==> config.mk <==
export PLATFORM = sky130hd
export DESIGN_NAME = fecu_cfg
export DESIGN_NICKNAME = d
export VERILOG_FILES = /design/src/design/fecu_pkg.sv /design/src/design/fecu_cfg.sv
export SDC_FILE = /design/constraint.sdc
export NUM_CORES = 1
export LEC_CHECK = 0
export BUFFER_PORTS_ARGS = -buffer_cell sky130_fd_sc_hd__buf_4
export CORE_MARGIN = 2
export CORE_UTILIZATION = 55
export DETAILED_ROUTE_END_ITERATION = 7
export GPL_TIMING_DRIVEN = 0
export PLACE_DENSITY = 0.84
export SLEW_MARGIN = 10
export SYNTH_ARGS = -nofsm -noshare
export SYNTH_HDL_FRONTEND = slang
export SYNTH_SLANG_ARGS = --single-unit
==> constraint.sdc <==
create_clock -name clk_i -period 8 [get_ports clk_i]
set_clock_uncertainty 0.1 [all_clocks]
set_input_delay 0.8 -clock clk_i [delete_from_list [all_inputs] [get_ports clk_i]]
set_output_delay 0.8 -clock clk_i [all_outputs]
set_load 0.02 [all_outputs]
==> src/design/fecu_pkg.sv <==
`timescale 1ns / 1ps
// ----------------------------------------------------------------------------
// fecu_pkg
// Shared types, constants and palette functions of the fire cell updater.
// ----------------------------------------------------------------------------
package fecu_pkg;

  localparam int unsigned MaxWidth   = 256;
  localparam int unsigned MaxHeight  = 128;
  localparam int unsigned StoreDepth = MaxWidth * MaxHeight;
  localparam int unsigned AddrW      = $clog2(StoreDepth);
  localparam int unsigned WidthW     = 9;
  localparam int unsigned HeightW    = 8;
  localparam int unsigned ColW       = $clog2(MaxWidth);
  localparam int unsigned RowW       = $clog2(MaxHeight);
  localparam int unsigned HeatW      = 4;
  localparam int unsigned GlyphW     = 14;
  localparam int unsigned ColorW     = 8;
  localparam int unsigned PickW      = 2;

  localparam logic [HeatW-1:0]   HeatMax      = HeatW'(12);
  localparam logic [WidthW-1:0]  WidthReset   = WidthW'(80);
  localparam logic [HeightW-1:0] HeightReset  = HeightW'(24);
  localparam logic [WidthW-1:0]  WidthLimit   = WidthW'(MaxWidth);
  localparam logic [HeightW-1:0] HeightLimit  = HeightW'(MaxHeight);
  localparam logic [HeightW-1:0] HeightFloor  = HeightW'(2);

  localparam logic [GlyphW-1:0] GlyphSpace = GlyphW'(32);
  localparam logic [GlyphW-1:0] GlyphLight = GlyphW'(16'h2591);
  localparam logic [GlyphW-1:0] GlyphMid   = GlyphW'(16'h2592);
  localparam logic [GlyphW-1:0] GlyphDark  = GlyphW'(16'h2593);
  localparam logic [GlyphW-1:0] GlyphFull  = GlyphW'(16'h2588);

  localparam logic [ColorW-1:0] ColBlack  = ColorW'(0);
  localparam logic [ColorW-1:0] ColGrey   = ColorW'(16);
  localparam logic [ColorW-1:0] ColRed    = ColorW'(5 * 6 * 6);
  localparam logic [ColorW-1:0] ColOrange = ColorW'(210);
  localparam logic [ColorW-1:0] ColYellow = ColorW'(215);

  typedef enum logic {
    REG_FRAME_WIDTH  = 1'b0,
    REG_FRAME_HEIGHT = 1'b1
  } reg_idx_e;

  // effective geometry and clearing status
  typedef struct packed {
    logic [WidthW-1:0]  width;
    logic [HeightW-1:0] height;
    logic               clearing;
  } cfg_t;

  // one write into the heat memory
  typedef struct packed {
    logic             en;
    logic [AddrW-1:0] addr;
    logic [HeatW-1:0] heat;
  } heat_wr_t;

  // one scanned cell, ready to enter the update stage
  typedef struct packed {
    logic [AddrW-1:0] src;
    logic [AddrW-1:0] dst;
    logic             done;
  } scan_item_t;

  function automatic logic [GlyphW-1:0] pal_glyph(input logic [HeatW-1:0] heat);
    logic [GlyphW-1:0] g;
    g = GlyphSpace;
    case (heat) inside
      4'd1, 4'd5, 4'd9:  g = GlyphLight;
      4'd2, 4'd6, 4'd10: g = GlyphMid;
      4'd3, 4'd7, 4'd11: g = GlyphDark;
      4'd4, 4'd8, 4'd12: g = GlyphFull;
      default:           g = GlyphSpace;
    endcase
    return g;
  endfunction

  function automatic logic [ColorW-1:0] pal_fg(input logic [HeatW-1:0] heat);
    logic [ColorW-1:0] c;
    c = ColGrey;
    case (heat) inside
      [4'd1:4'd4]:  c = ColRed;
      [4'd5:4'd8]:  c = ColOrange;
      [4'd9:4'd12]: c = ColYellow;
      default:      c = ColGrey;
    endcase
    return c;
  endfunction

  function automatic logic [ColorW-1:0] pal_bg(input logic [HeatW-1:0] heat);
    logic [ColorW-1:0] c;
    c = ColBlack;
    case (heat) inside
      [4'd5:4'd8]:  c = ColRed;
      [4'd9:4'd12]: c = ColOrange;
      default:      c = ColBlack;
    endcase
    return c;
  endfunction

endpackage

==> src/design/fecu_cfg.sv <==
`timescale 1ns / 1ps
// ----------------------------------------------------------------------------
// fecu_cfg
// Register port for the frame geometry and the map clearing sweep.
// ----------------------------------------------------------------------------
module fecu_cfg
  import fecu_pkg::*;
(
  input  logic         clk_i,
  input  logic         rst_ni,
  input  logic         psel,
  input  logic         penable,
  input  logic         pwrite,
  input  logic [2:0]   paddr,
  input  logic [31:0]  pwdata,
  output logic [31:0]  prdata,
  output logic         pready,
  output cfg_t         cfg_o,
  output heat_wr_t     clr_o
);

  logic [WidthW-1:0]  width_q;
  logic [HeightW-1:0] height_q;
  logic [WidthW-1:0]  width_eff;
  logic [HeightW-1:0] height_eff;
  logic               clr_active_q;
  logic [AddrW-1:0]   clr_addr_q;
  logic [AddrW-1:0]   base_q;
  logic [AddrW:0]     top;
  logic               wr_fire;
  reg_idx_e           wr_idx;
  logic               in_bottom;

  assign pready  = 1'b1;
  assign wr_fire = psel && penable && pwrite;
  assign wr_idx  = reg_idx_e'(paddr[2]);

  always_comb begin
    case (reg_idx_e'(paddr[2]))
      REG_FRAME_WIDTH:  prdata = {{(32-WidthW){1'b0}}, width_q};
      REG_FRAME_HEIGHT: prdata = {{(32-HeightW){1'b0}}, height_q};
      default:          prdata = '0;
    endcase
  end

  // saturate the geometry
  always_comb begin
    if (width_q == '0) begin
      width_eff = WidthW'(1);
    end else if (width_q > WidthLimit) begin
      width_eff = WidthLimit;
    end else begin
      width_eff = width_q;
    end
    if (height_q < HeightFloor) begin
      height_eff = HeightFloor;
    end else if (height_q > HeightLimit) begin
      height_eff = HeightLimit;
    end else begin
      height_eff = height_q;
    end
  end

  always_ff @(posedge clk_i or negedge rst_ni) begin
    if (!rst_ni) begin
      width_q  <= WidthReset;
      height_q <= HeightReset;
    end else if (wr_fire) begin
      case (wr_idx)
        REG_FRAME_WIDTH:  width_q  <= pwdata[WidthW-1:0];
        REG_FRAME_HEIGHT: height_q <= pwdata[HeightW-1:0];
        default:          width_q  <= width_q;
      endcase
    end
  end

  // first cell of the bottom row; a stale registered value is harmless since
  // the sweep starts at cell zero, which never lies in the bottom row
  always_ff @(posedge clk_i) begin
    base_q <= AddrW'(RowW'(height_eff - HeightW'(1)) * width_eff);
  end

  assign top       = {1'b0, base_q} + (AddrW+1)'(width_eff);
  assign in_bottom = (clr_addr_q >= base_q) && ({1'b0, clr_addr_q} < top);

  always_ff @(posedge clk_i or negedge rst_ni) begin
    if (!rst_ni) begin
      clr_active_q <= 1'b1;
      clr_addr_q   <= '0;
    end else if (wr_fire) begin
      clr_active_q <= 1'b1;
      clr_addr_q   <= '0;
    end else if (clr_active_q) begin
      clr_addr_q <= clr_addr_q + AddrW'(1);
      if (clr_addr_q == AddrW'(StoreDepth - 1)) begin
        clr_active_q <= 1'b0;
      end
    end
  end

  assign clr_o.en   = clr_active_q;
  assign clr_o.addr = clr_addr_q;
  assign clr_o.heat = in_bottom ? HeatMax : '0;

  assign cfg_o.width    = width_eff;
  assign cfg_o.height   = height_eff;
  assign cfg_o.clearing = clr_active_q;

endmodule

==> results of run 1 <==
-- layout by cell type (no fill, tap or decap), types with 5 or more instances in the layout --
master	netlist	final
sky130_fd_sc_hd__a211oi_1	6	6
sky130_fd_sc_hd__a21o_1	10	10
sky130_fd_sc_hd__a21oi_1	24	24
sky130_fd_sc_hd__buf_4	30	89
sky130_fd_sc_hd__clkbuf_1	11	11
sky130_fd_sc_hd__clkbuf_8	0	5
sky130_fd_sc_hd__conb_1	2	26
sky130_fd_sc_hd__dfrtp_1	28	28
sky130_fd_sc_hd__dfstp_2	5	5
sky130_fd_sc_hd__dfxtp_1	15	15
sky130_fd_sc_hd__fa_1	34	34
sky130_fd_sc_hd__ha_1	71	71
sky130_fd_sc_hd__inv_1	74	74
sky130_fd_sc_hd__mux2_2	25	25
sky130_fd_sc_hd__nand2_1	28	28
sky130_fd_sc_hd__nand2b_1	20	20
sky130_fd_sc_hd__nand3_1	8	8
sky130_fd_sc_hd__nand4_1	7	7
sky130_fd_sc_hd__nor2_1	70	70
sky130_fd_sc_hd__nor2b_1	10	10
sky130_fd_sc_hd__nor3_1	10	10
sky130_fd_sc_hd__nor4_1	5	5
sky130_fd_sc_hd__o21ai_0	20	20
sky130_fd_sc_hd__xnor2_1	22	22
sky130_fd_sc_hd__xor2_1	16	16
-- worst max-delay path, cell delays in order, from the launching register on --
cell and delay [ns]:
sky130_fd_sc_hd__dfrtp_1 0.39, sky130_fd_sc_hd__buf_6 0.14, sky130_fd_sc_hd__or4_4 0.55, sky130_fd_sc_hd__a211oi_1 1.02, sky130_fd_sc_hd__nand2b_1 0.24, sky130_fd_sc_hd__fa_1 0.45, sky130_fd_sc_hd__fa_1 0.54, sky130_fd_sc_hd__inv_1 0.05
sky130_fd_sc_hd__fa_1 0.53, sky130_fd_sc_hd__inv_1 0.06, sky130_fd_sc_hd__fa_1 0.54, sky130_fd_sc_hd__inv_1 0.05, sky130_fd_sc_hd__ha_1 0.33, sky130_fd_sc_hd__o21ai_0 0.10, sky130_fd_sc_hd__nor2_1 0.22, sky130_fd_sc_hd__nor4_1 0.11
sky130_fd_sc_hd__o311ai_0 0.57, sky130_fd_sc_hd__o31ai_1 0.15, sky130_fd_sc_hd__xnor2_1 0.14
-- stage by stage --
stage	cell area, µm²	hold slack [ns]	std cells
after CTS	6120	0.333	817
after global routing	6120	0.351	817
after detailed placement	5980	0.446	809
after global placement	5980	0.440	809
after floorplan	5370	0.399	621
final	6120	0.318	817
-- flip-flops by register name, indices dropped and copies added, names as in the netlist --
register and count:
base_q 15, clr_active_q 1, clr_addr_q 15, height_q 8, width_q 9
-- kinds of logic (layout without fill, tap and decap cells) --
| logic type | Yosys count | after routing | share of synthesized area |
|---|---|---|---|
| XOR/XNOR | 38 | 38 | 0.0630 |
| buffers and inverters | 117 | 184 | 0.106 |
| AO/OA/AOI/OAI | 84 | 84 | 0.102 |
| other | 2 | 26 | 0.00142 |
| flip-flops | 48 | 48 | 0.214 |
| multiplexers | 26 | 26 | 0.0552 |
| adder cells (fa/ha/maj) | 105 | 105 | 0.297 |
| AND/OR/NAND/NOR | 177 | 177 | 0.161 |
-- layout make-up --
type | count | share of cell area
sequential | 48 | 0.185
inverter | 74 | 0.0454
tap | 129 | 0.0264
timing repair buffer | 59 | 0.0724
buffer | 43 | 0.0460
multi-input combinational | 456 | 0.602
clock buffer | 5 | 0.0113
clock inverter | 3 | 0.0113
-- per-layer routing --
layer	track usage	share of wire
met1	0.269	0.41
met5	0	0
met4	0.0615	0.015
met3	0.0274	0.045
met2	0.457	0.53
-- worst paths after layout --
path,slack [ns],to,cells after the start,start
hold / removal,0.32,clr_addr_q[4],1,rst_ni
hold reg to reg,0.47,width_q[0],1,width_q[0]
max in group asynchronous,7.12,width_q[6],1,rst_ni
setup / recovery,1.61,base_q[14],18,height_q[0]
setup reg to reg,1.61,base_q[14],18,height_q[0]
min in group clk_i,0.47,width_q[0],1,width_q[0]
-- where the power goes --
| part | internal, mW | switching (mW) |
|---|---|---|
| combinational | 0.788 | 1.02 |
| sequential | 0.331 | 0.0682 |
| clock | 0.126 | 0.0913 |
| total | 1.25 | 1.18 |
==> report_table.html, run 1 <==
<table>
<tr><th>Metric</th><th>Value</th></tr>
<tr><th colspan="2">Outcome</th></tr>
<tr><td>Run status</td><td>complete, no violations</td></tr>
<tr><th colspan="2">STA</th></tr>
<tr><td>Setup repair after global routing missed its margin</td><td>false</td></tr>
<tr><td>Final sum of negative setup slack</td><td>0 ns</td></tr>
<tr><td>Number of slew-limit violations in the final report</td><td>0</td></tr>
<tr><td>Tightest Pin Transition</td><td>~1.2 ns</td></tr>
<tr><td>Worst slew margin relative to its limit</td><td>0.186</td></tr>
<tr><td>Hold violation count in the final report</td><td>0</td></tr>
<tr><td>Crit path setup slack, layout</td><td>1.61 ns</td></tr>
<tr><td>Fraction of the cycle the final worst path needs</td><td>0.799</td></tr>
<tr><td>Final count of negative-setup-slack endpoints</td><td>0</td></tr>
<tr><td>Time the worst path needs with I/O delays and setup</td><td>6.39 ns</td></tr>
<tr><td>Fmax achieved</td><td>156 MHz</td></tr>
<tr><th colspan="2">Critical path</th></tr>
<tr><td>Crit path required time</td><td>8.11 ns</td></tr>
<tr><td>Biggest fanout along the worst timing path</td><td>10</td></tr>
<tr><td>Arrival time worst endpoint</td><td>6.50 ns</td></tr>
<tr><td>Crit path capture type</td><td>flop</td></tr>
<tr><td>Startpoint kind of the worst setup timing path</td><td>flop</td></tr>
<tr><td>Critical path class</td><td>reg -&gt; reg</td></tr>
<tr><th colspan="2">Placed design</th></tr>
<tr><td>Port bufs</td><td>59</td></tr>
<tr><td>Gp weighted congestion</td><td>0.875</td></tr>
<tr><td>Post-DP HPWL</td><td>9.61 mm</td></tr>
<tr><td>Pre-CTS setup slack</td><td>1.72 ns</td></tr>
<tr><th colspan="2">Clock tree</th></tr>
<tr><td>Number of buffers created by CTS</td><td>5</td></tr>
<tr><td>Number of buffers between clock root and the deepest sink</td><td>2</td></tr>
<tr><td>Number of buffers inserted for hold repair after clock tree synthesis</td><td>0</td></tr>
<tr><td>Maximum level of the CTS H-tree</td><td>2</td></tr>
<tr><td>Root buffer selected by CTS</td><td>sky130_fd_sc_hd__clkbuf_8</td></tr>
<tr><td>Number of post-CTS setup repair buffers</td><td>0</td></tr>
<tr><td>Clock Sink Count</td><td>48</td></tr>
<tr><td>Worst-Skew Late Latency</td><td>0.31 ns</td></tr>
<tr><td>CTS tree</td><td>built</td></tr>
<tr><td>Clock transition at the registers of the reported paths</td><td>0.10 ns</td></tr>
<tr><td>Post-CTS Resized</td><td>0</td></tr>
<tr><th colspan="2">Synth</th></tr>
<tr><td>EDFF count, synth</td><td>0</td></tr>
<tr><td>Syn. warnings</td><td>0</td></tr>
<tr><td>Share of synthesized flip-flops with an asynchronous set or reset</td><td>0.688</td></tr>
<tr><td>Yosys cell types</td><td>50</td></tr>
<tr><td>Register bit count reported by yosys</td><td>48</td></tr>
<tr><td>Area share of the largest cell type after synthesis</td><td>0.168</td></tr>
<tr><td>Biggest area contributors in the synthesized netlist</td><td>sky130_fd_sc_hd__ha_1 17%, sky130_fd_sc_hd__dfrtp_1 13%, sky130_fd_sc_hd__fa_1 13%, sky130_fd_sc_hd__dfxtp_1 5.7%, sky130_fd_sc_hd__mux2_2 5.3%</td></tr>
<tr><td>Cell types with the highest counts after synthesis</td><td>74 x sky130_fd_sc_hd__inv_1, 71 x sky130_fd_sc_hd__ha_1, 70 x sky130_fd_sc_hd__nor2_1</td></tr>
<tr><td>Most frequent cell after synthesis</td><td>sky130_fd_sc_hd__inv_1</td></tr>
<tr><td>Most area-hungry cell type in the Yosys netlist</td><td>sky130_fd_sc_hd__ha_1</td></tr>
<tr><td>Post-synthesis area per instance</td><td>8.85 µm²</td></tr>
<tr><td>Number of instances in the synthesized netlist</td><td>597</td></tr>
<tr><td>Netlist area before placement</td><td>0.00528 mm²</td></tr>
<tr><td>Register area share after synthesis</td><td>0.214</td></tr>
<tr><td>Dominant register cell in the synthesized netlist</td><td>sky130_fd_sc_hd__dfrtp_1</td></tr>
<tr><th colspan="2">Global routing</th></tr>
<tr><td>First-pass GRT wire length</td><td>19.5 mm</td></tr>
<tr><td>Total global routing track utilization</td><td>0.234</td></tr>
<tr><td>Largest net degree at the start of global routing</td><td>34</td></tr>
<tr><td>Vias in the first global route</td><td>4418</td></tr>
<tr><td>Number of antenna violations at the first check in global routing</td><td>0</td></tr>
<tr><td>Global-route congestion overflow total</td><td>0</td></tr>
<tr><th colspan="2">Detailed routing</th></tr>
<tr><td>Remaining number of nets flagged by the antenna check after routing</td><td>0</td></tr>
<tr><td>Via-to-Cell Ratio</td><td>around 5.3</td></tr>
<tr><td>1st-pass router iterations</td><td>4</td></tr>
<tr><td>Initial DRC Count</td><td>108</td></tr>
<tr><td>Routed WL per cell</td><td>14.4 µm</td></tr>
<tr><td>Total Routed Length</td><td>11.7 mm</td></tr>
<tr><td># DRC</td><td>0</td></tr>
<tr><td>Number of vias after detailed routing</td><td>roughly 4300</td></tr>
<tr><th colspan="2">Flow run</th></tr>
<tr><td>Max-cap violations</td><td>0</td></tr>
<tr><th colspan="2">Floorplan</th></tr>
<tr><td>Core area</td><td>0.00928 mm²</td></tr>
<tr><td>Initial core utilization</td><td>0.569</td></tr>
<tr><td>Floorplan die height</td><td>102 µm</td></tr>
<tr><td>Standard-cell row count</td><td>35</td></tr>
<tr><td>Die outline width</td><td>~100 µm</td></tr>
<tr><td>Die Footprint</td><td>0.0104 mm²</td></tr>
<tr><td>Number of primary I/O pins</td><td>111</td></tr>
<tr><th colspan="2">Layout</th></tr>
<tr><td>Total of fill cells in the finished design</td><td>784</td></tr>
<tr><td>Proportion of layout cells with a drive suffix above 1</td><td>0.198</td></tr>
<tr><td>Synthesis-to-finish area growth</td><td>15.7%</td></tr>
<tr><td>Final net count</td><td>832</td></tr>
<tr><td>Fin util</td><td>0.659</td></tr>
<tr><td>Area taken by flip-flops and latches</td><td>about 0.0011 mm²</td></tr>
<tr><td>Multi-input gate area in the final layout</td><td>~0.0037 mm²</td></tr>
<tr><td>Ant diodes</td><td>0</td></tr>
<tr><th colspan="2">Power and ir drop</th></tr>
<tr><td>P per Cell Area</td><td>approximately 400 mW/mm²</td></tr>
<tr><td>Worst IR Drop VDD</td><td>208 µV</td></tr>
<tr><td>Static leakage</td><td>3.26 nW</td></tr>
<tr><td>Total Power</td><td>2.42 mW</td></tr>
<tr><th colspan="2">Min path</th></tr>
<tr><td>Class of the worst hold path</td><td>in -&gt; async</td></tr>
</table>
(Power assumes the default switching activity.)
==> run 2, diff against run 1 <==
clock period = 6.7 ns   (was 8 ns; I/O delays follow)
==> run 2 against run 1 <==
Largest power group unchanged. Fmax increased by 2.9%. Critical endpoint unchanged. Register-to-register slack got worse by 1.1 ns. Core utilization increased by 0.13 points. Largest cell class unchanged. Clock power increased by 20%. Die area unchanged. Worst hold slack got worse by 0.13 ns. Combinational power increased by 19%. Highest routed layer unchanged.
==> report_table.html, run 2 (synthesis gave the netlist of run 1 again) <==
<table>
<tr><th>Metric</th><th>Value</th></tr>
<tr><th colspan="2">Outcome</th></tr>
<tr><td>Run status</td><td>complete, no violations</td></tr>
<tr><th colspan="2">Layout</th></tr>
<tr><td>Synthesis-to-finish area growth</td><td>16.0%</td></tr>
<tr><td>Final net count</td><td>around 830</td></tr>
<tr><td>Proportion of layout cells with a drive suffix above 1</td><td>0.199</td></tr>
<tr><td>Ant diodes</td><td>0</td></tr>
<tr><td>Largest registers in the final layout</td><td>base_q x15, clr_addr_q x15, width_q x9</td></tr>
<tr><td>Most frequent cells in the layout</td><td>89 x sky130_fd_sc_hd__buf_4, 74 x sky130_fd_sc_hd__inv_1, 71 x sky130_fd_sc_hd__ha_1, 70 x sky130_fd_sc_hd__nor2_1, 34 x sky130_fd_sc_hd__fa_1</td></tr>
<tr><td>Leading cell type in the layout, fill and taps excluded</td><td>sky130_fd_sc_hd__buf_4</td></tr>
<tr><td>Total of fill cells in the finished design</td><td>782</td></tr>
<tr><td>Area taken by flip-flops and latches</td><td>0.00113 mm²</td></tr>
<tr><td>Multi-input gate area in the final layout</td><td>0.00369 mm²</td></tr>
<tr><th colspan="2">STA</th></tr>
<tr><td>Tightest Pin Transition</td><td>roughly 1.1 ns</td></tr>
<tr><td>Final sum of negative setup slack</td><td>0 ns</td></tr>
<tr><td>Fraction of the cycle the final worst path needs</td><td>0.927</td></tr>
<tr><td>Worst slew margin relative to its limit</td><td>0.242</td></tr>
<tr><td>Hold violation count in the final report</td><td>0</td></tr>
<tr><td>Final count of negative-setup-slack endpoints</td><td>0</td></tr>
<tr><td>Setup repair after global routing missed its margin</td><td>false</td></tr>
<tr><td>Number of slew-limit violations in the final report</td><td>0</td></tr>
<tr><td>Time the worst path needs with I/O delays and setup</td><td>6.21 ns</td></tr>
<tr><td>Fmax achieved</td><td>161 MHz</td></tr>
<tr><td>Final hold slack</td><td>0.184 ns</td></tr>
<tr><th colspan="2">Flow run</th></tr>
<tr><td>Max-cap violations</td><td>0</td></tr>
<tr><th colspan="2">Critical path</th></tr>
<tr><td>CP Depth</td><td>19</td></tr>
<tr><td>Crit path required time</td><td>6.81 ns</td></tr>
<tr><td>CP most frequent cell</td><td>sky130_fd_sc_hd__fa_1</td></tr>
<tr><td>Startpoint kind of the worst setup timing path</td><td>flop</td></tr>
<tr><td>Crit path capture type</td><td>flop</td></tr>
<tr><td>Worst reg-to-reg path cell count</td><td>19</td></tr>
<tr><td>Biggest fanout along the worst timing path</td><td>9</td></tr>
<tr><td>Buffers &amp; Inverters on Critical Path</td><td>3</td></tr>
<tr><td>Worst-path cell with the longest stage delay</td><td>sky130_fd_sc_hd__nor3_1</td></tr>
<tr><td>Worst path cell trace</td><td>nor3_1, and2_1, nor4_1, nor3_1, nand2b_1, fa_1, fa_1, inv_1, fa_1, inv_1, fa_1, inv_1, ha_1, o21ai_0, nor2_1, nor4_1, o311ai_0, o31ai_1, xnor2_1</td></tr>
<tr><td>Longest individual stage delay on the worst path</td><td>0.91 ns</td></tr>
<tr><td>Largest delay share family, worst path</td><td>adder cells</td></tr>
<tr><td>Arrival time worst endpoint</td><td>6.32 ns</td></tr>
<tr><td>Worst-case register-to-register setup slack</td><td>~0.5 ns</td></tr>
<tr><td>Critical path class</td><td>reg -&gt; reg</td></tr>
<tr><th colspan="2">Detailed routing</th></tr>
<tr><td>Routed WL per cell</td><td>14.3 µm</td></tr>
<tr><td>Remaining number of nets flagged by the antenna check after routing</td><td>0</td></tr>
<tr><td>Initial DRC Count</td><td>111</td></tr>
<tr><td>Number of vias after detailed routing</td><td>4298</td></tr>
<tr><td># DRC</td><td>0</td></tr>
<tr><td>1st-pass router iterations</td><td>7</td></tr>
<tr><td>Total Routed Length</td><td>11.7 mm</td></tr>
<tr><td>Via-to-Cell Ratio</td><td>5.26</td></tr>
<tr><th colspan="2">Floorplan</th></tr>
<tr><td>Die outline width</td><td>102 µm</td></tr>
<tr><td>Number of primary I/O pins</td><td>about 110</td></tr>
<tr><td>Die Footprint</td><td>between 0.01 and 0.015 mm²</td></tr>
<tr><td>Standard-cell row count</td><td>35</td></tr>
<tr><td>Core area</td><td>0.00928 mm²</td></tr>
<tr><td>Floorplan die height</td><td>~100 µm</td></tr>
<tr><td>Initial core utilization</td><td>0.569</td></tr>
<tr><th colspan="2">Global routing</th></tr>
<tr><td>Number of antenna violations at the first check in global routing</td><td>0</td></tr>
<tr><td>Met1 layer usage reported by global route</td><td>0.269</td></tr>
<tr><td>Largest net degree at the start of global routing</td><td>34</td></tr>
<tr><td>First-pass GRT wire length</td><td>between 15 and 20 mm</td></tr>
<tr><td>Met2 track demand over resource</td><td>0.457</td></tr>
<tr><td>Vias in the first global route</td><td>4418</td></tr>
<tr><td>Total global routing track utilization</td><td>0.234</td></tr>
<tr><td>Met3 usage in global routing</td><td>0.0274</td></tr>
<tr><td>Global-route congestion overflow total</td><td>0</td></tr>
<tr><td>Busiest grt layer</td><td>met2</td></tr>
<tr><th colspan="2">Clock tree</th></tr>
<tr><td>Worst-Skew Late Latency</td><td>0.31 ns</td></tr>
<tr><td>Number of post-CTS setup repair buffers</td><td>0</td></tr>
<tr><td>Clock transition at the registers of the reported paths</td><td>0.10 ns</td></tr>
<tr><td>Number of buffers between clock root and the deepest sink</td><td>2</td></tr>
<tr><td>Root buffer selected by CTS</td><td>sky130_fd_sc_hd__clkbuf_8</td></tr>
<tr><td>Clock Sink Count</td><td>48</td></tr>
<tr><td>Maximum level of the CTS H-tree</td><td>2</td></tr>
<tr><td>CTS tree</td><td>built</td></tr>
<tr><td>Number of buffers inserted for hold repair after clock tree synthesis</td><td>0</td></tr>
<tr><td>Number of buffers created by CTS</td><td>5</td></tr>
<tr><th colspan="2">Power and ir drop</th></tr>
<tr><td>P per Cell Area</td><td>472 mW/mm²</td></tr>
<tr><td>Worst IR Drop VDD</td><td>248 µV</td></tr>
<tr><td>Static leakage</td><td>3.26 nW</td></tr>
<tr><th colspan="2">Placed design</th></tr>
<tr><td>Post-DP HPWL</td><td>just under 10 mm</td></tr>
<tr><td>Port bufs</td><td>59</td></tr>
<tr><td>Gp weighted congestion</td><td>0.875</td></tr>
<tr><th colspan="2">Min path</th></tr>
<tr><td>Class of the worst hold path</td><td>in -&gt; async</td></tr>
</table>
==> run 2: report_power, final <==
part           leakage [nW]  switching [mW]  internal, mW  total (mW)
Clock                0.0687           0.111         0.150       0.261
Sequential            0.537          0.0817         0.396       0.477
Combinational          2.66            1.21         0.943        2.16
Total                  3.26            1.41          1.49        2.90
==> run 2: repair_timing <==
item,in CTS,in global routing
hold endpoints to repair,0,0
endpoints found under the setup margin,0,1
gates resized for setup,0,2
==> run 2: per-layer routing <==
metal  share of wire  routed length (µm)
met5               0                   0
met1            0.41                4800
met3           0.041                 483
met2            0.53                6240
met4           0.016                 189
==> run 2: final timing paths <==
path	startpoint	to
worst max-delay path	height_q[6]	base_q[14]
worst min-delay path	rst_ni	clr_addr_q[4]
worst max register to register	height_q[6]	base_q[14]
worst min register to register	width_q[0]	width_q[0]
max in group asynchronous	rst_ni	width_q[6]
min in group clk_i	width_q[0]	width_q[0]
==> run 2: cell type report <==
type / instances / share of cell area
multi-input combinational: 456 / 0.603
sequential: 48 / 0.185
timing repair buffer: 59 / 0.0723
buffer: 43 / 0.0459
inverter: 74 / 0.0453
tap: 129 / 0.0263
clock buffer: 5 / 0.0112
clock inverter: 3 / 0.0112
==> run 2: through the flow <==
stage | setup slack [ns] | std cells | utilization | power [mW] | instance area [µm²]
5_1_grt | 0.0302 | 817 | 0.660 | 3.19 | 6130
6_report | 0.487 | 817 | 0.660 | 2.90 | 6130
3_5_place_dp | 0.419 | 809 | 0.644 | 2.61 | 5980
2_1_floorplan | 1.06 | 621 | - | 2.12 | 5370
4_1_cts | 0.390 | 817 | 0.659 | 2.89 | 6120
3_3_place_gp | 0.566 | 809 | 0.644 | 2.48 | 5980
==> run 2: worst register-to-register path, stage by stage (launching register included) <==
cell,delay (ns)
sky130_fd_sc_hd__dfrtp_1,0.46
sky130_fd_sc_hd__nor3_1,0.34
sky130_fd_sc_hd__and2_1,0.22
sky130_fd_sc_hd__nor4_1,0.06
sky130_fd_sc_hd__nor3_1,0.91
sky130_fd_sc_hd__nand2b_1,0.25
sky130_fd_sc_hd__fa_1,0.45
sky130_fd_sc_hd__fa_1,0.49
sky130_fd_sc_hd__inv_1,0.06
sky130_fd_sc_hd__fa_1,0.53
sky130_fd_sc_hd__inv_1,0.06
sky130_fd_sc_hd__fa_1,0.54
sky130_fd_sc_hd__inv_1,0.05
sky130_fd_sc_hd__ha_1,0.33
sky130_fd_sc_hd__o21ai_0,0.10
sky130_fd_sc_hd__nor2_1,0.22
sky130_fd_sc_hd__nor4_1,0.11
sky130_fd_sc_hd__o311ai_0,0.57
sky130_fd_sc_hd__o31ai_1,0.15
sky130_fd_sc_hd__xnor2_1,0.14
==> run 3, diff against run 2 <==
BUFFER_PORTS_ARGS = default   (was -buffer_cell sky130_fd_sc_hd__buf_4)
DONT_BUFFER_PORTS = 1   (was default)
PLACE_DENSITY = 0.74   (was 0.84)
==> run 3 against run 2 <==
Non-clock buffer count shrank 58. Power shrank 6.8%. Register-to-register slack lost 0.04 ns. Fmax shrank 0.68%. Global-route usage shrank 0.96 points. Final cell count shrank 7.1%. Sequential share of layout area grew 1.5 points. Clock-buffer cell count grew 1. Critical path type unchanged. Highest routed layer unchanged.
==> report_table.html, run 3 (synthesis gave the netlist of run 1 again) <==
<table>
<tr><th>Metric</th><th>Value</th></tr>
<tr><th colspan="2">Global routing</th></tr>
<tr><td>Vias in the first global route</td><td>4110</td></tr>
<tr><td>First-pass GRT wire length</td><td>18.7 mm</td></tr>
<tr><td>Total global routing track utilization</td><td>0.225</td></tr>
<tr><td>Largest net degree at the start of global routing</td><td>29</td></tr>
<tr><td>Global-route congestion overflow total</td><td>0</td></tr>
<tr><td>Number of antenna violations at the first check in global routing</td><td>0</td></tr>
<tr><th colspan="2">Detailed routing</th></tr>
<tr><td>1st-pass router iterations</td><td>4</td></tr>
<tr><td>Via-to-Cell Ratio</td><td>~5.3</td></tr>
<tr><td>Total Routed Length</td><td>11.0 mm</td></tr>
<tr><td>Routed WL per cell</td><td>14.5 µm</td></tr>
<tr><td>Number of vias after detailed routing</td><td>3996</td></tr>
<tr><td># DRC</td><td>0</td></tr>
<tr><td>Remaining number of nets flagged by the antenna check after routing</td><td>0</td></tr>
<tr><td>Initial DRC Count</td><td>74</td></tr>
<tr><th colspan="2">Power and ir drop</th></tr>
<tr><td>P per Cell Area</td><td>between 400 and 500 mW/mm²</td></tr>
<tr><td>Total Power</td><td>2.70 mW</td></tr>
<tr><td>Static leakage</td><td>2.96 nW</td></tr>
<tr><td>Worst IR Drop VDD</td><td>268 µV</td></tr>
<tr><th colspan="2">Floorplan</th></tr>
<tr><td>Floorplan die height</td><td>102 µm</td></tr>
<tr><td>Standard-cell row count</td><td>35</td></tr>
<tr><td>Initial core utilization</td><td>0.569</td></tr>
<tr><td>Die Footprint</td><td>between 0.01 and 0.015 mm²</td></tr>
<tr><td>Die outline width</td><td>about 100 µm</td></tr>
<tr><td>Core area</td><td>0.00928 mm²</td></tr>
<tr><td>Number of primary I/O pins</td><td>111</td></tr>
<tr><th colspan="2">Critical path</th></tr>
<tr><td>Crit path required time</td><td>about 6.8 ns</td></tr>
<tr><td>Critical path class</td><td>reg -&gt; reg</td></tr>
<tr><td>Worst setup path startpoint</td><td>height_q[0]</td></tr>
<tr><td>Biggest fanout along the worst timing path</td><td>10</td></tr>
<tr><td>Crit path capture type</td><td>flop</td></tr>
<tr><td>Arrival time worst endpoint</td><td>about 6.4 ns</td></tr>
<tr><td>Worst R2R Start</td><td>height_q[0]</td></tr>
<tr><td>Buffers &amp; Inverters on Critical Path</td><td>4</td></tr>
<tr><td>CP most frequent cell</td><td>sky130_fd_sc_hd__fa_1</td></tr>
<tr><td>Worst-path cell with the longest stage delay</td><td>sky130_fd_sc_hd__a211oi_2</td></tr>
<tr><td>Largest delay share family, worst path</td><td>adder cells</td></tr>
<tr><td>Worst path cell trace</td><td>buf_6, or4_4, or2_2, a211oi_2, nand2b_1, fa_1, fa_1, inv_1, fa_1, inv_1, fa_1, inv_1, ha_1, o21ai_0, nor2_1, nor4_1, o311ai_0, o31ai_1, xnor2_1</td></tr>
<tr><td>Longest individual stage delay on the worst path</td><td>0.62 ns</td></tr>
<tr><td>Startpoint kind of the worst setup timing path</td><td>flop</td></tr>
<tr><th colspan="2">Placed design</th></tr>
<tr><td>Port bufs</td><td>0</td></tr>
<tr><td>Post-DP HPWL</td><td>9.17 mm</td></tr>
<tr><td>Gp weighted congestion</td><td>around 0.91</td></tr>
<tr><th colspan="2">Layout</th></tr>
<tr><td>Multi-input gate area in the final layout</td><td>0.00369 mm²</td></tr>
<tr><td>Ant diodes</td><td>0</td></tr>
<tr><td>Leading cell type in the layout, fill and taps excluded</td><td>sky130_fd_sc_hd__inv_1</td></tr>
<tr><td>Fin util</td><td>0.609</td></tr>
<tr><td>Total of fill cells in the finished design</td><td>830</td></tr>
<tr><td>Most frequent cells in the layout</td><td>74 x sky130_fd_sc_hd__inv_1, 71 x sky130_fd_sc_hd__ha_1, 70 x sky130_fd_sc_hd__nor2_1, 34 x sky130_fd_sc_hd__fa_1, 30 x sky130_fd_sc_hd__buf_4</td></tr>
<tr><td>Synthesis-to-finish area growth</td><td>7.06%</td></tr>
<tr><td>Final net count</td><td>774</td></tr>
<tr><td>Proportion of layout cells with a drive suffix above 1</td><td>0.125</td></tr>
<tr><td>Largest registers in the final layout</td><td>base_q x15, clr_addr_q x15, width_q x9</td></tr>
<tr><td>Area taken by flip-flops and latches</td><td>0.00113 mm²</td></tr>
<tr><th colspan="2">STA</th></tr>
<tr><td>Worst slew margin relative to its limit</td><td>0.306</td></tr>
<tr><td>Setup repair after global routing missed its margin</td><td>false</td></tr>
<tr><td>Final sum of negative setup slack</td><td>0 ns</td></tr>
<tr><td>Tightest Pin Transition</td><td>1.03 ns</td></tr>
<tr><td>Final count of negative-setup-slack endpoints</td><td>0</td></tr>
<tr><td>Number of slew-limit violations in the final report</td><td>0</td></tr>
<tr><td>Fraction of the cycle the final worst path needs</td><td>0.934</td></tr>
<tr><td>Fmax achieved</td><td>160 MHz</td></tr>
<tr><td>Time the worst path needs with I/O delays and setup</td><td>6.26 ns</td></tr>
<tr><td>Hold violation count in the final report</td><td>0</td></tr>
<tr><th colspan="2">Clock tree</th></tr>
<tr><td>Clock transition at the registers of the reported paths</td><td>about 0.1 ns</td></tr>
<tr><td>Number of buffers created by CTS</td><td>5</td></tr>
<tr><td>Post-CTS Resized</td><td>0</td></tr>
<tr><td>Number of buffers between clock root and the deepest sink</td><td>2</td></tr>
<tr><td>Number of post-CTS setup repair buffers</td><td>0</td></tr>
<tr><td>Maximum level of the CTS H-tree</td><td>2</td></tr>
<tr><td>Clock Sink Count</td><td>48</td></tr>
<tr><td>Root buffer selected by CTS</td><td>sky130_fd_sc_hd__clkbuf_8</td></tr>
<tr><td>Worst-Skew Late Latency</td><td>0.31 ns</td></tr>
<tr><td>Number of buffers inserted for hold repair after clock tree synthesis</td><td>1</td></tr>
<tr><td>CTS tree</td><td>built</td></tr>
<tr><th colspan="2">Flow run</th></tr>
<tr><td>Max-cap violations</td><td>0</td></tr>
<tr><th colspan="2">Min path</th></tr>
<tr><td>Class of the worst hold path</td><td>in -&gt; async</td></tr>
<tr><th colspan="2">Outcome</th></tr>
<tr><td>Run status</td><td>complete, no violations</td></tr>
</table>
[run 3: through the flow]
stage | hold WS, ns | instances | setup WS [ns] | instance area, µm²
6_report | 0.0665 | 759 | 0.445 | 5660
3_5_place_dp | 0.275 | 750 | 0.432 | 5540
4_1_cts | 0.0693 | 759 | 0.383 | 5650
3_3_place_gp | 0.275 | 750 | 0.515 | 5540
5_1_grt | 0.0654 | 759 | 0.146 | 5660
2_1_floorplan | 0.274 | 621 | 1.06 | 5370
[run 3: path summary, 6_finish.rpt]
path / cells after the start / slack, ns / end
max: 19 / 0.44 / base_q[14]
max in group asynchronous: 1 / 6.26 / height_q[6]
max reg2reg: 19 / 0.44 / base_q[14]
min: 1 / 0.07 / height_q[0]
min in group clk_i: 1 / 0.40 / width_q[1]
min reg2reg: 1 / 0.47 / width_q[0]
[run 3: area by class of cell]
type | instances | area share
Clock buffer | 6 | 0.0146
Sequential cell | 48 | 0.200
Multi-Input combinational cell | 456 | 0.652
Tap cell | 129 | 0.0285
Clock inverter | 2 | 0.00243
Buffer | 43 | 0.0498
Timing Repair Buffer | 1 | 0.00354
Inverter | 74 | 0.0491
[run 3: layer usage]
| layer | vias to the layer above | wire [µm] | track usage |
|---|---|---|---|
| met5 | - | 0 | 0 |
| met4 | 0 | 246 | 0.0605 |
| met3 | 18 | 415 | 0.0451 |
| met2 | 82 | 5660 | 0.418 |
| met1 | 1903 | 4690 | 0.263 |
| li1 | 1993 | - | - |
[run 3: power by group]
group	switching, mW	internal (mW)	total, mW
Sequential	0.0971	0.395	0.492
Clock	0.104	0.0846	0.189
Combinational	1.15	0.871	2.02
Total	1.35	1.35	2.70
